<file path="config.mk">
export PLATFORM = sky130hd
export DESIGN_NAME = plc_cell
export DESIGN_NICKNAME = d
export VERILOG_FILES = /design/src/hw/rtl/positional_list_engine_unit_defines.svh /design/src/hw/rtl/plc_pkg.sv /design/src/hw/rtl/plc_cell.sv
export SDC_FILE = /design/constraint.sdc
export NUM_CORES = 1
export LEC_CHECK = 0
export BUFFER_PORTS_ARGS = -buffer_cell sky130_fd_sc_hd__buf_4
export CAP_MARGIN = 0
export CORE_MARGIN = 5
export CORE_UTILIZATION = 42
export DETAILED_ROUTE_END_ITERATION = 6
export PLACE_DENSITY = 0.89
export RECOVER_POWER = 100
export SKIP_LAST_GASP = 1
export SLEW_MARGIN = 20
export SYNTH_ARGS = -nofsm -noshare
export SYNTH_HDL_FRONTEND = slang
export SYNTH_SLANG_ARGS = --single-unit
export TNS_END_PERCENT = 10
</file>
<file path="constraint.sdc">
create_clock -name clk -period 6.22 [get_ports clk]
set_input_delay 1.244 -clock clk [delete_from_list [all_inputs] [get_ports clk]]
set_output_delay 1.244 -clock clk [all_outputs]
set_load 0.02 [all_outputs]
</file>
<file path="src/hw/rtl/positional_list_engine_unit_defines.svh">
// Assertion helpers for the list engine RTL, used by plc_seq.
`ifndef POSITIONAL_LIST_ENGINE_UNIT_DEFINES_SVH
`define POSITIONAL_LIST_ENGINE_UNIT_DEFINES_SVH

// Clocked check on clk, switched off while rst is high.
`define PLC_ASSERT(lbl, prop, msg) \
  lbl: assert property (@(posedge clk) disable iff (rst) (prop)) else $error(msg);

// Clocked check that a condition never holds.
`define PLC_ASSERT_NEVER(lbl, cond, msg) \
  `PLC_ASSERT(lbl, !(cond), msg)

`endif

</file>
<file path="src/hw/rtl/plc_pkg.sv">
`default_nettype none
package plc_pkg;

  localparam int PLC_CAPACITY = 128;
  localparam int CMD_W = 3;
  localparam int POS_W = 8;
  localparam int VAL_W = 32;
  localparam int ST_W  = 2;

  localparam logic [CMD_W-1:0] CMD_INSERT = 3'd0;
  localparam logic [CMD_W-1:0] CMD_DELETE = 3'd1;
  localparam logic [CMD_W-1:0] CMD_READ   = 3'd2;
  localparam logic [CMD_W-1:0] CMD_FIND   = 3'd3;
  localparam logic [CMD_W-1:0] CMD_CLEAR  = 3'd4;

  localparam logic [ST_W-1:0] ST_OK       = 2'd0;
  localparam logic [ST_W-1:0] ST_BADPOS   = 2'd1;
  localparam logic [ST_W-1:0] ST_FULL     = 2'd2;
  localparam logic [ST_W-1:0] ST_NOTFOUND = 2'd3;

  typedef struct packed {
    logic [CMD_W-1:0]        command;
    logic [POS_W-1:0]        position;
    logic signed [VAL_W-1:0] value_in;
  } plc_cmd_t;

  typedef struct packed {
    logic [ST_W-1:0]         status;
    logic signed [VAL_W-1:0] value_out;
    logic [POS_W-1:0]        found_position;
    logic [POS_W-1:0]        list_count;
    logic                    is_empty;
  } plc_rsp_t;

  typedef enum logic [1:0] {
    CELL_HOLD,
    CELL_INSERT,
    CELL_DELETE,
    CELL_ROTATE
  } cell_op_t;

  typedef struct packed {
    cell_op_t                op;
    logic signed [VAL_W-1:0] value;
  } cell_ctrl_t;

  typedef enum logic [2:0] {
    S_IDLE,
    S_START,
    S_SCAN,
    S_SHIFT,
    S_DONE
  } plc_state_t;

endpackage
`default_nettype wire

</file>
<file path="src/hw/rtl/plc_cell.sv">
`default_nettype none
module plc_cell #(
  parameter int CAPACITY = plc_pkg::PLC_CAPACITY,
  parameter int INDEX = 0,
  localparam int IdxW = $clog2(CAPACITY),
  localparam int CntW = $clog2(CAPACITY + 1)
) (
  input  wire logic                            clk,
  input  wire plc_pkg::cell_ctrl_t             ctrl,
  input  wire logic [IdxW-1:0]                 pos_idx,
  input  wire logic [CntW-1:0]                 len,
  input  wire logic signed [plc_pkg::VAL_W-1:0] left,
  input  wire logic signed [plc_pkg::VAL_W-1:0] right,
  output logic signed [plc_pkg::VAL_W-1:0]      value
);
  import plc_pkg::*;

  localparam logic [CntW-1:0] MyIdx  = CntW'(INDEX);
  localparam logic [CntW-1:0] MyNext = CntW'(INDEX + 1);

  logic [CntW-1:0]         pos_ext;
  logic signed [VAL_W-1:0] value_next;

  assign pos_ext = CntW'(pos_idx);

  always_comb begin
    value_next = value;
    case (ctrl.op)
      CELL_INSERT: begin
        if (MyIdx == pos_ext) begin
          value_next = ctrl.value;
        end else if (MyIdx > pos_ext && MyIdx <= len) begin
          value_next = left;
        end
      end
      CELL_DELETE: begin
        if (MyIdx >= pos_ext && MyNext < len) begin
          value_next = right;
        end
      end
      CELL_ROTATE: value_next = right;
      default: ;
    endcase
  end

  always_ff @(posedge clk) begin
    value <= value_next;
  end

endmodule
`default_nettype wire

</file>
== After elaboration in Yosys (flattened, before gate mapping) ==
Index checks and enable logic that the tools add are counted.
Cells by class
  $lt $le $gt $ge: 4
  equality and inequality tests: 5
  mux-type cells: 4
  reduce and logical (&&, ||, !) cells: 5
Operators with widths (number)
  32-bit two-way mux: 3
  32-bit case mux with 3 select lines: 1
  1-bit by 8-bit less-or-equal comparator with 1-bit output (first input constant): 1
  8-bit zero test: 1
  1-bit by 8-bit less-than comparator with 1-bit output (first input constant): 1
  1-bit by 7-bit greater-or-equal comparator with 1-bit output (first input constant): 1
  1-bit by 7-bit > comparator with 1-bit output (first input constant): 1
  2-bit equality test (second input constant): 2
  3-bit != test (second input constant): 1
  3-bit AND reduction: 1
  3-bit nonzero test: 1
  2-bit by 1-bit equality test with 1-bit output (second input constant): 1
  1-bit logical AND: 2
  2-bit != test (second input constant): 1
Storage, ports and cells
  register bits after elaboration: 32
  input bits: 114
  word-level logic and storage cells: 19

== Depth between registers and ports, before layout ==
  depth in word-level cells: 5
  gate-level depth with buffers: 5
  depth with buffers taken out: 3

== Least setup slack after synthesis ==
OpenSTA, ideal clock, no wires.
  path type: input-to-reg
  start point: input pos_idx[3]
  end point: register value[0] (netlist name), enable pin
  setup time: 0.394 ns
  arrival time: 2.916 ns
  setup slack: 2.910 ns
  cell stages on the path: 3
  buffers on the path: 0
  cells stage by stage: or4_4 -> a2111o_1 -> nand3_1
Between the ends
  cells in the longest elaborated chain, start to end: 4
  elaborated cells between the ends (all ways): 8
  those cells by class: order compare: 2; eq/ne: 2; reduce/logical: 4
Ends and longest elaborated chain
  from (decl): RTL line plc_cell.sv:10  | input wire logic [IdxW-1:0] pos_idx,
  1-bit by 7-bit > comparator with 1-bit output / 1-bit by 7-bit greater-or-equal comparator with 1-bit output (equally long branches): RTL line plc_cell.sv:32, plc_cell.sv:37
  1-bit logical AND (on tied branches): RTL line plc_cell.sv:32, plc_cell.sv:37
  3-bit != test (no source line) / 2-bit != test (equally long branches)
  3-bit AND reduction (no source line) *
  to (signal assigned): RTL line plc_cell.sv:47  | value <= value_next;
  to (decl): RTL line plc_cell.sv:14  | output logic signed [plc_pkg::VAL_W-1:0] value
Every way passes the cells marked *; elsewhere a longest branch is shown, timed or not.
A chain may end at the register's enable or synchronous reset.

== Worst setup path after layout ==
  start point: input pos_idx[5]
  end point: register value[5] (netlist name), enable pin
Same word-level chain as after synthesis.

==> metrics.txt <==
DRT iter0 DRCs 140; final setup fails 0; Initial Utilization 44.1%; Rel. slew slack -0.177%; Worst Tran Pin Value around 1.5 ns; crit-path max FO 33; H-tree levels 2; clk slew on worst S/H paths roughly 0.06 ns; Chip Height ~75 µm; hpwl dp roughly 4600 µm; switch share between 20% and 30%; Distinct cells, synth 23; register area share after synthesis between 50 and 60%; Area Growth Syn to Fin 56.2%; Area contributors post-synth edfxtp_1, a31oi_1, o21ai_0; setup TNS 0 ns; max FFs per register 32; fill cell count 370; startpoint types primary input; GR Overflow Total 0; Int Power ~0.40 mW; CTS tree done; Post-Syn Area per Cell between 10 and 15 µm²; GRT Util Overall ~22%; Data arrival, critical path 3.40 ns; largest net degree at the start of global routing slightly above 50; DR vias/cell around 5.7; Comb power frac between 20 and 25%; layout net count ~430; f_max 0.264 GHz; # IOs ~150; hold buffer count at cts 0; Core Rows 23; final std cells w/o fill between 300 and 400; Core Area 4090 µm²; Final ANT Viol Nets 0; wire length per cell roughly 18 µm; total clock buffers created by CTS 5; unrepaired setup endpoints after global routing false; post-CTS setup buffer count 0; initial antenna violation count 0; period utilization 61.0%; Die X between 70 and 80 µm; HP Class in2reg; synthesized area ~1800 µm²; Cells after Synth ~180; layout cells sized above 1 39.1%; clock period minus worst slack between 3 and 4 ns; total power approximately 0.55 mW; # Max-Cap Violations 1; Root Buffer clkbuf_8; power per cell area just under 200 nW/µm²; placed cell count approximately 350; first-pass GRT wire length approximately 9400 µm; Yosys top cell by area edfxtp_1; clock share of power 27.2%; Syn. warnings 0; sequential share of power between 40 and 50%; Vias between 2000 and 2500; status finished with violations; Required @ worst endpoint 5.82 ns; Slew Viols, Final 1; worst vdd ir ~0.11 mV; final hold vios 0; Largest regs value: 32 flops; critical path class in2reg; Ant. Diodes 0; # DRC 0; Total Routed Length between 6000 and 7000 µm; failing checks max-capacitance violations, max-slew violations; Switch Pwr between 0.1 and 0.15 mW; DIE AREA 5700 µm²; Most flops, register value; area fraction of the dominant cell type after synthesis 53.4%; drt first pass iters 4; Worst Setup End Kind flop; Port Buffers ~140; Lkg Pwr ~1.1 nW; post-CTS sizing 0; number of global-route vias before repair ~2000; Syn Nets just under 300; Final Wtd Congestion 0.752; post-synthesis register bit count 32; clock sinks 32; Max Buffers Root-to-Sink 2
-- worst max-delay path, cell delays in order --
cell	delay [ns]
clkbuf_1	0.12
or3_1	0.84
a2111o_1	0.16
nand3_1	1.02
-- cell usage in the layout (no fill, tap or decap), drive strengths merged --
| master | netlist | layout |
|---|---|---|
| or4 | 1 | 1 |
| nor2 | 18 | 18 |
| a31oi | 32 | 32 |
| nor4 | 2 | 2 |
| nand2 | 1 | 1 |
| clkbuf | 11 | 40 |
| or3 | 1 | 1 |
| o21ai | 32 | 32 |
| a2bb2oi | 14 | 14 |
| buf | 7 | 114 |
| a2111o | 1 | 1 |
| edfxtp | 32 | 32 |
| nand3 | 20 | 20 |
| clkinv | 1 | 2 |
| nor3 | 2 | 2 |
-- layer usage --
layer	part of all wire, %	global-route usage (%)	vias to the layer above
met5	0	0	-
met4	3.3	9.32	0
met3	10	4.62	22
met2	50	39.7	135
met1	37	25.7	943
li1	-	-	966
-- power by group through the flow --
stage	Sequential [mW]	Combinational, mW	Clock (mW)
4_1_cts	0.263	0.150	0.155
5_1_grt	0.264	0.146	0.163
6_report	0.263	0.136	0.149
2_1_floorplan	0.289	0.0397	0
3_3_place_gp	0.266	0.146	0
3_5_place_dp	0.267	0.149	0
-- stage by stage --
step	area (µm²)	util [%]	worst slack [ns]	hold slack [ns]
floorplan	1800	-	2.91	1.48
global placement	2860	70.1	2.77	1.57
detailed placement	2860	70.1	2.74	1.57
CTS	2940	72.0	3.03	1.28
global route	2810	68.8	2.17	1.28
finish	2810	68.8	2.43	1.29
-- kinds of logic (layout without fill, tap and decap cells) --
group	after synthesis	count (layout)	share of synthesized area, %
AO/OA/AOI/OAI	79	79	27.4
AND/OR/NAND/NOR	45	45	12.2
flip-flops	32	32	53.4
buffers and inverters	20	156	7.02
-- cell usage after synthesis, drive strengths merged --
master,count
a31oi,32
nor4,2
buf,7
a2111o,1
clkbuf,11
o21ai,32
nand2,1
clkdlybuf4s15,1
edfxtp,32
nor2,18
clkinv,1
a2bb2oi,14
nor3,2
nand3,20
or4,1
or3,1
-- final cells by class --
type                            instances  area, µm²  area share (%)
Clock buffer                            7       76.3            2.71
Multi-Input combinational cell        124        726            25.8
Sequential cell                        32        961            34.2
Tap cell                               50       62.6            2.22
Clock inverter                          1       3.75           0.133
Timing Repair Buffer                  147        980            34.8
Inverter                                1       3.75           0.133
-- worst paths after layout --
check | from | endpoint | slack [ns] | cells after the start
max | pos_idx[5] | value[5] | 2.43 | 4
min | right[31] | value[31] | 1.29 | 2
Power figures use the tool's default switching activity.
