File: config.mk
export PLATFORM = sky130hd
export DESIGN_NAME = plc_seq
export DESIGN_NICKNAME = d
export VERILOG_FILES = /design/src/hw/rtl/plc_pkg.sv /design/src/hw/rtl/plc_seq.sv
export VERILOG_INCLUDE_DIRS = /design/src /design/src/hw/rtl
export SDC_FILE = /design/constraint.sdc
export NUM_CORES = 1
export LEC_CHECK = 0
export ABC_AREA = 1
export ABC_CLOCK_PERIOD_IN_PS = 4300
export BUFFER_PORTS_ARGS = -buffer_cell sky130_fd_sc_hd__buf_4
export CAP_MARGIN = 25
export CORE_MARGIN = 4
export CORE_UTILIZATION = 49
export DETAILED_ROUTE_END_ITERATION = 10
export PLACE_DENSITY = 0.74
export SETUP_SLACK_MARGIN = 0.3
export SLEW_MARGIN = 25
export SYNTH_ARGS = -nofsm -noshare
export SYNTH_HDL_FRONTEND = slang
export SYNTH_SLANG_ARGS = --single-unit
File: constraint.sdc
create_clock -name clk -period 4.3 [get_ports clk]
set_input_delay 0.86 -clock clk [delete_from_list [all_inputs] [get_ports clk]]
set_output_delay 0.86 -clock clk [all_outputs]
set_load 0.005 [all_outputs]
File: src/hw/rtl/positional_list_engine_unit_defines.svh
// Assertion helpers for the list engine RTL, used by plc_seq.
`ifndef POSITIONAL_LIST_ENGINE_UNIT_DEFINES_SVH
`define POSITIONAL_LIST_ENGINE_UNIT_DEFINES_SVH

// Clocked check on clk, switched off while rst is high.
`define PLC_ASSERT(lbl, prop, msg) \
  lbl: assert property (@(posedge clk) disable iff (rst) (prop)) else $error(msg);

// Clocked check that a condition never holds.
`define PLC_ASSERT_NEVER(lbl, cond, msg) \
  `PLC_ASSERT(lbl, !(cond), msg)

`endif

File: src/hw/rtl/plc_pkg.sv
`default_nettype none
package plc_pkg;

  localparam int PLC_CAPACITY = 128;
  localparam int CMD_W = 3;
  localparam int POS_W = 8;
  localparam int VAL_W = 32;
  localparam int ST_W  = 2;

  localparam logic [CMD_W-1:0] CMD_INSERT = 3'd0;
  localparam logic [CMD_W-1:0] CMD_DELETE = 3'd1;
  localparam logic [CMD_W-1:0] CMD_READ   = 3'd2;
  localparam logic [CMD_W-1:0] CMD_FIND   = 3'd3;
  localparam logic [CMD_W-1:0] CMD_CLEAR  = 3'd4;

  localparam logic [ST_W-1:0] ST_OK       = 2'd0;
  localparam logic [ST_W-1:0] ST_BADPOS   = 2'd1;
  localparam logic [ST_W-1:0] ST_FULL     = 2'd2;
  localparam logic [ST_W-1:0] ST_NOTFOUND = 2'd3;

  typedef struct packed {
    logic [CMD_W-1:0]        command;
    logic [POS_W-1:0]        position;
    logic signed [VAL_W-1:0] value_in;
  } plc_cmd_t;

  typedef struct packed {
    logic [ST_W-1:0]         status;
    logic signed [VAL_W-1:0] value_out;
    logic [POS_W-1:0]        found_position;
    logic [POS_W-1:0]        list_count;
    logic                    is_empty;
  } plc_rsp_t;

  typedef enum logic [1:0] {
    CELL_HOLD,
    CELL_INSERT,
    CELL_DELETE,
    CELL_ROTATE
  } cell_op_t;

  typedef struct packed {
    cell_op_t                op;
    logic signed [VAL_W-1:0] value;
  } cell_ctrl_t;

  typedef enum logic [2:0] {
    S_IDLE,
    S_START,
    S_SCAN,
    S_SHIFT,
    S_DONE
  } plc_state_t;

endpackage
`default_nettype wire

File: src/hw/rtl/plc_seq.sv
`default_nettype none
`include "positional_list_engine_unit_defines.svh"
module plc_seq #(
  parameter int CAPACITY = plc_pkg::PLC_CAPACITY,
  localparam int IdxW = $clog2(CAPACITY),
  localparam int CntW = $clog2(CAPACITY + 1)
) (
  input  wire logic                             clk,
  input  wire logic                             rst,
  input  wire logic                             cmd_valid,
  output logic                                  cmd_ready,
  input  wire plc_pkg::plc_cmd_t                cmd,
  output logic                                  rsp_valid,
  input  wire logic                             rsp_ready,
  output plc_pkg::plc_rsp_t                     rsp,
  input  wire logic signed [plc_pkg::VAL_W-1:0] head_value,
  output plc_pkg::cell_ctrl_t                   ctrl,
  output logic [IdxW-1:0]                       pos_idx,
  output logic [CntW-1:0]                       len
);
  import plc_pkg::*;

  localparam int VW = ((CntW > POS_W) ? CntW : POS_W) + 1;
  localparam logic [CntW-1:0] CapCnt  = CntW'(CAPACITY);
  localparam logic [IdxW-1:0] LastIdx = IdxW'(CAPACITY - 1);

  plc_state_t              state, state_next;
  plc_cmd_t                item, item_next;
  logic [CntW-1:0]         len_next;
  logic [IdxW-1:0]         scan_idx, scan_next;
  logic [CntW-1:0]         scan_cnt;
  logic [ST_W-1:0]         res_status, status_next;
  logic signed [VAL_W-1:0] res_value, value_next;
  logic [POS_W-1:0]        res_fpos, fpos_next;
  logic                    rsp_valid_next;
  plc_rsp_t                rsp_next;
  logic [VW-1:0]           pos_w;
  logic [VW-1:0]           len_w;
  logic                    ins_bad;
  logic                    acc_bad;

  assign pos_w    = VW'(item.position);
  assign len_w    = VW'(len);
  assign pos_idx  = IdxW'(pos_w - VW'(1));
  assign scan_cnt = CntW'(scan_idx);
  assign ins_bad  = (item.position == '0) || (pos_w > len_w + VW'(1));
  assign acc_bad  = (item.position == '0) || (pos_w > len_w);

  always_comb begin
    state_next     = state;
    item_next      = item;
    len_next       = len;
    scan_next      = scan_idx;
    status_next    = res_status;
    value_next     = res_value;
    fpos_next      = res_fpos;
    rsp_valid_next = rsp_valid;
    rsp_next       = rsp;
    cmd_ready      = 1'b0;
    ctrl.op        = CELL_HOLD;
    ctrl.value     = item.value_in;
    if (rsp_valid && rsp_ready) begin
      rsp_valid_next = 1'b0;
    end
    unique case (state)
      S_IDLE: begin
        cmd_ready = 1'b1;
        if (cmd_valid) begin
          item_next  = cmd;
          state_next = S_START;
        end
      end
      S_START: begin
        status_next = ST_OK;
        value_next  = '0;
        fpos_next   = '0;
        state_next  = S_DONE;
        unique case (item.command) inside
          CMD_INSERT: begin
            if (ins_bad) begin
              status_next = ST_BADPOS;
            end else if (len == CapCnt) begin
              status_next = ST_FULL;
            end else begin
              ctrl.op  = CELL_INSERT;
              len_next = len + CntW'(1);
            end
          end
          CMD_DELETE, CMD_READ: begin
            if (acc_bad) begin
              status_next = ST_BADPOS;
            end else begin
              state_next = S_SCAN;
            end
          end
          CMD_FIND: begin
            status_next = ST_NOTFOUND;
            state_next  = S_SCAN;
          end
          CMD_CLEAR: len_next = '0;
          default: ;
        endcase
      end
      S_SCAN: begin
        ctrl.op   = CELL_ROTATE;
        scan_next = scan_idx + IdxW'(1);
        if ((item.command == CMD_DELETE || item.command == CMD_READ) &&
            scan_idx == pos_idx) begin
          value_next = head_value;
        end
        if (item.command == CMD_FIND && res_status == ST_NOTFOUND &&
            scan_cnt < len && head_value == item.value_in) begin
          status_next = ST_OK;
          fpos_next   = POS_W'(scan_cnt + CntW'(1));
        end
        if (scan_idx == LastIdx) begin
          scan_next  = '0;
          state_next = (item.command == CMD_DELETE) ? S_SHIFT : S_DONE;
        end
      end
      S_SHIFT: begin
        ctrl.op    = CELL_DELETE;
        len_next   = len - CntW'(1);
        state_next = S_DONE;
      end
      S_DONE: begin
        if (!rsp_valid || rsp_ready) begin
          rsp_valid_next          = 1'b1;
          rsp_next.status         = res_status;
          rsp_next.value_out      = res_value;
          rsp_next.found_position = res_fpos;
          rsp_next.list_count     = POS_W'(len);
          rsp_next.is_empty       = (len == '0);
          state_next              = S_IDLE;
        end
      end
      default: state_next = S_IDLE;
    endcase
  end

  always_ff @(posedge clk) begin
    if (rst) begin
      state     <= S_IDLE;
      len       <= '0;
      scan_idx  <= '0;
      rsp_valid <= 1'b0;
    end else begin
      state     <= state_next;
      len       <= len_next;
      scan_idx  <= scan_next;
      rsp_valid <= rsp_valid_next;
    end
  end

  always_ff @(posedge clk) begin
    item       <= item_next;
    res_status <= status_next;
    res_value  <= value_next;
    res_fpos   <= fpos_next;
    rsp        <= rsp_next;
  end

  `PLC_ASSERT_NEVER(a_len_bound, len > CapCnt, "List length exceeds capacity.")
  `PLC_ASSERT(a_rsp_from_done, $rose(rsp_valid) |-> $past(state == S_DONE), "Beat not from done.")
  `PLC_ASSERT(a_len_change, (len != $past(len)) |-> ($past(state == S_START) || $past(state == S_SHIFT)), "Length changed outside an update step.")
  `PLC_ASSERT(a_shift_after_scan, (state == S_SHIFT) |-> ($past(state == S_SCAN) && item.command == CMD_DELETE), "Shift without a delete scan.")
  `PLC_ASSERT(a_scan_idle_zero, (state != S_SCAN) |-> (scan_idx == '0), "Scan counter not parked.")

endmodule
`default_nettype wire
-- Word-level counts from Yosys, hierarchy flattened
Index checks and enable logic that the tools add are counted.
- output and inout bits: 102
- word-level logic and storage cells: 98
- flip-flop bits (word level): 155
- input bits: 79
- order comparisons: 3
- equal/unequal tests: 21
- multiplexer cells: 30
- reduce and logical (&&, ||, !) cells: 23
- $add $sub $neg: 6
- operators by type and width (kind ; count):
    32-bit case mux with 2 select lines ; 1
    8-bit case mux with 2 select lines ; 3
    32-bit equality test ; 1
    32-bit 2-to-1 mux ; 1
    8-bit 2-to-1 mux ; 3
    8-bit logical NOT ; 2
    3-bit 2-to-1 mux ; 5
    3-bit case mux with 5 select lines ; 1
    3-bit by 2-bit equality test with 1-bit output, second input constant ; 4
    2-bit case mux with 3 select lines ; 2
    2-bit != test, second input constant ; 5
    8-bit by 1-bit adder with 9-bit output, second input constant ; 1
    8-bit by 9-bit > comparator with 1-bit output ; 1
    3-bit != test, second input constant ; 3
    7-bit by 1-bit adder with 8-bit output, second input constant ; 1
    8-bit by 1-bit adder with 8-bit output, second input constant ; 1
    8-bit equality test, second input constant ; 1
    8-bit > comparator ; 1
    7-bit by 8-bit less-than comparator with 1-bit output ; 1
    1-bit 2-to-1 mux ; 8
    2-bit AND reduction ; 4
    8-bit by 1-bit subtractor with 8-bit output, second input constant ; 1
    7-bit by 1-bit adder with 7-bit output, second input constant ; 1
    7-bit equality test ; 1
    17 further kinds ; 30

-- Depth between registers and ports, before layout
- word-level depth: 6
- depth in mapped cells: 18
- depth with buffers taken out: 18

-- Worst setup path before layout
No wires, ideal clock.
- kind: input to register
- start point: input port rsp_ready
- end point: register rsp[0] in the netlist's numbering, enable pin
- stages on the path: 2
- path slack: 794 ps
- arrival: 3046 ps
- data required time: 3840 ps
- buffers on the path: 0
- setup time: 460 ps
- cell sequence: nor2_1 > nor2_1
- word-level cells in the longest chain between the ends: 2
- RTL lines (element ; line ; RTL):
    start, declared ; plc_seq.sv:14 ; input wire logic rsp_ready,
    1-bit logical OR ; plc_seq.sv:127 ; if (!rsp_valid || rsp_ready) begin
    2-bit AND reduction (no line) ; -- ;
    end signal, assigned ; plc_seq.sv:160 ; rsp <= rsp_next;
    end, declared ; plc_seq.sv:15 ; output plc_pkg::plc_rsp_t rsp,
No other way between the ends.
A chain may end at the register's enable or synchronous reset.

==> metrics <==
Root Driver=clkbuf_16; Hold Buf Count CTS=0; WP data arrival=2.90 ns; Setup Buffers After CTS=0; WHS=0.420 ns; vias in the first global route=4958; Fin Setup TNS=0 ns; EDFF count, synth=136; Setup crit start kind=flop; clock skew=0.0117 ns; Antenna diodes=0; Synth Register Bits=155; Die Ht=130 um; Final Max Tran Viols=0; Die Wd=130 um; worst-margin pin slew=roughly 0.97 ns; Core Area=roughly 0.015 sq mm; yosys warns=0; Initial Util=50.1%; first-pass GRT wire length=25200 um; die footprint=~0.017 sq mm; post-synth cell types=41; Hold Vio Cnt, Final=0; DP HPWL=12600 um; Boundary Pins=181; via density per instance=approximately 5; r2r startpoint=len[2]$_SDFFE_PP0P_; num rows=44; Post-Synthesis Net Count=784; Max Fclk=~0.27 GHz; Pwr Density=457 mW/mm^2; CTS buffer count=17; Pleak=around 4.0 nW; layout cells sized above 1=around 30%; largest net degree at the start of global routing=53; critical path required time=3.44 ns; CTS tree=built; worst setup path start=len[2]$_SDFFE_PP0P_; First DRT Iteration DRCs=273; Final ANT Viol Nets=0; Critical Path Sink Type=primary output; commonest non-fill, non-tap cell in the layout=buf_4; Detailed Routing Iterations Pass 1=5; RSZ-0062 raised after global routing=false; post-synthesis cell count=677; top_reg_cell synth=edfxtp_1; synthesis-to-finish area growth=26.2%; syn avg cell area=10.8 sq um; Tcrit/Tclk final=87.5%; Sink Count=~160; Net count, final=944; hold crit path type=reg2reg; initial antenna violation count=0; Worst-path clk slew=0.07 ns; drt total wl=16600 um; relative slew slack=35.2%; drt wl/cell=16.0 um; # DRC=0; Seq/Total Area, Yosys=61.1%; Clock Latency Late Sink=0.43 ns; cell area after synthesis=0.00731 sq mm; crit-path max FO=10; global-route usage over all layers=19.7%; peak supply drop=298 uV; htree depth=4; grt total ovfl=0; Hold Startpoint=res_value[26]$_SDFFCE_PP0P_; Finish-stage setup viols=0; most frequent cells in the layout=183 x buf_4, 136 x edfxtp_1, 105 x nand2_1, 96 x inv_1, 84 x nor2_1; Post-Route Utilization=63.2%; global placement routability congestion=0.914; input/output buffers=180; status=complete, no violations; via count=5122; ys async rst share=0%; CTS Buffer Depth=2; post-route minimum period=3.76 ns; Critical Setup Path Class=reg2out; max-cap viol count=0
[flip-flops by register name, indices dropped and copies added, names as in the netlist]
register / flops
ctrl: 32
item: 11
len: 8
res_fpos: 8
res_status: 2
res_value: 32
rsp: 51
rsp_valid: 1
scan_idx: 7
state: 3
[timing repair]
item | in CTS | in global routing
resized for setup | 0 | 2
endpoints found under the setup margin | 0 | 1
hold endpoints to repair | 0 | 0
[cell families after synthesis]
kind of cell    count (synthesis)  share of synthesized area, %
buf+inv                       141                          9.35
compound gates                 46                          3.54
xor+xnor                       34                          4.08
flops                         155                          61.1
fa+ha+maj                      28                          4.79
simple gates                  273                          17.1
[worst max-delay path, cell delays in order, from the launching register on]
cell	delay [ns]
dfxtp_1	0.55
nand3_1	0.23
nor3_1	0.26
xor2_1	0.16
inv_1	0.08
ha_1	0.30
nand3_1	0.09
nor2_1	0.15
nand2_1	0.08
nand2_2	0.09
nand2_2	0.07
o31ai_2	0.25
buf_4	0.16
[where the power goes]
group          switching [W]  internal, W  total [W]
clock network       0.000642     0.000835    0.00148
logic               0.000430     0.000323   0.000754
registers           0.000104      0.00187    0.00198
[cell type report]
cell class	count	area [sq um]
Clock inverter	14	155
Multi-Input combinational cell	381	2180
Fill cell	1154	5370
Clock buffer	18	439
Tap cell	184	230
Timing Repair Buffer	183	1370
Sequential cell	155	4470
Inverter	99	372
[worst paths after layout]
| kind | endpoint | slack, ns | depth (start not counted) |
|---|---|---|---|
| setup reg to reg | len[5]$_SDFFE_PP0P_ | 1.62 | 16 |
| hold / removal | rsp[43]$_DFFE_PP_ | 0.42 | 0 |
| hold reg to reg | rsp[43]$_DFFE_PP_ | 0.42 | 0 |
| setup / recovery | ctrl[32] | 0.54 | 12 |
[cell usage after synthesis, drive strengths merged (3+ instances only)]
library cell / instances / area share, %
nand4: 13 / 1.1
buf: 38 / 3.9
nor2: 94 / 5.2
inv: 98 / 5.0
or2: 8 / 0.68
clkbuf: 4 / 0.34
o21ai: 13 / 0.89
edfxtp: 136 / 56
nand2: 113 / 6.5
xor2: 17 / 2.0
xnor2: 17 / 2.0
nor3: 14 / 1.1
nor3b: 4 / 0.48
dfxtp: 19 / 5.2
a21oi: 27 / 1.9
nand3: 23 / 1.7
ha: 28 / 4.8
nor4: 3 / 0.26
[metal layers]
| metal | share of wire (%) | track usage [%] | vias to the layer above |
|---|---|---|---|
| li1 | - | - | 2528 |
| met1 | 42 | 24.8 | 2387 |
| met2 | 50 | 32.8 | 181 |
| met3 | 5.9 | 5.08 | 26 |
| met4 | 2.4 | 7.40 | 0 |
| met5 | 0 | 0 | - |
[per-stage QoR]
stage | std cells | cell area [sq um] | total power, W | setup WS, ns
2_1_floorplan | 677 | 7310 | 0.00246 | 0.794
3_3_place_gp | 1002 | 8610 | 0.00274 | 0.977
3_5_place_dp | 1002 | 8610 | 0.00277 | 0.944
4_1_cts | 1034 | 9210 | 0.00424 | 0.460
5_1_grt | 1034 | 9220 | 0.00442 | 0.326
6_report | 1034 | 9220 | 0.00421 | 0.537
No activity file was read; power rests on OpenSTA's default activity.
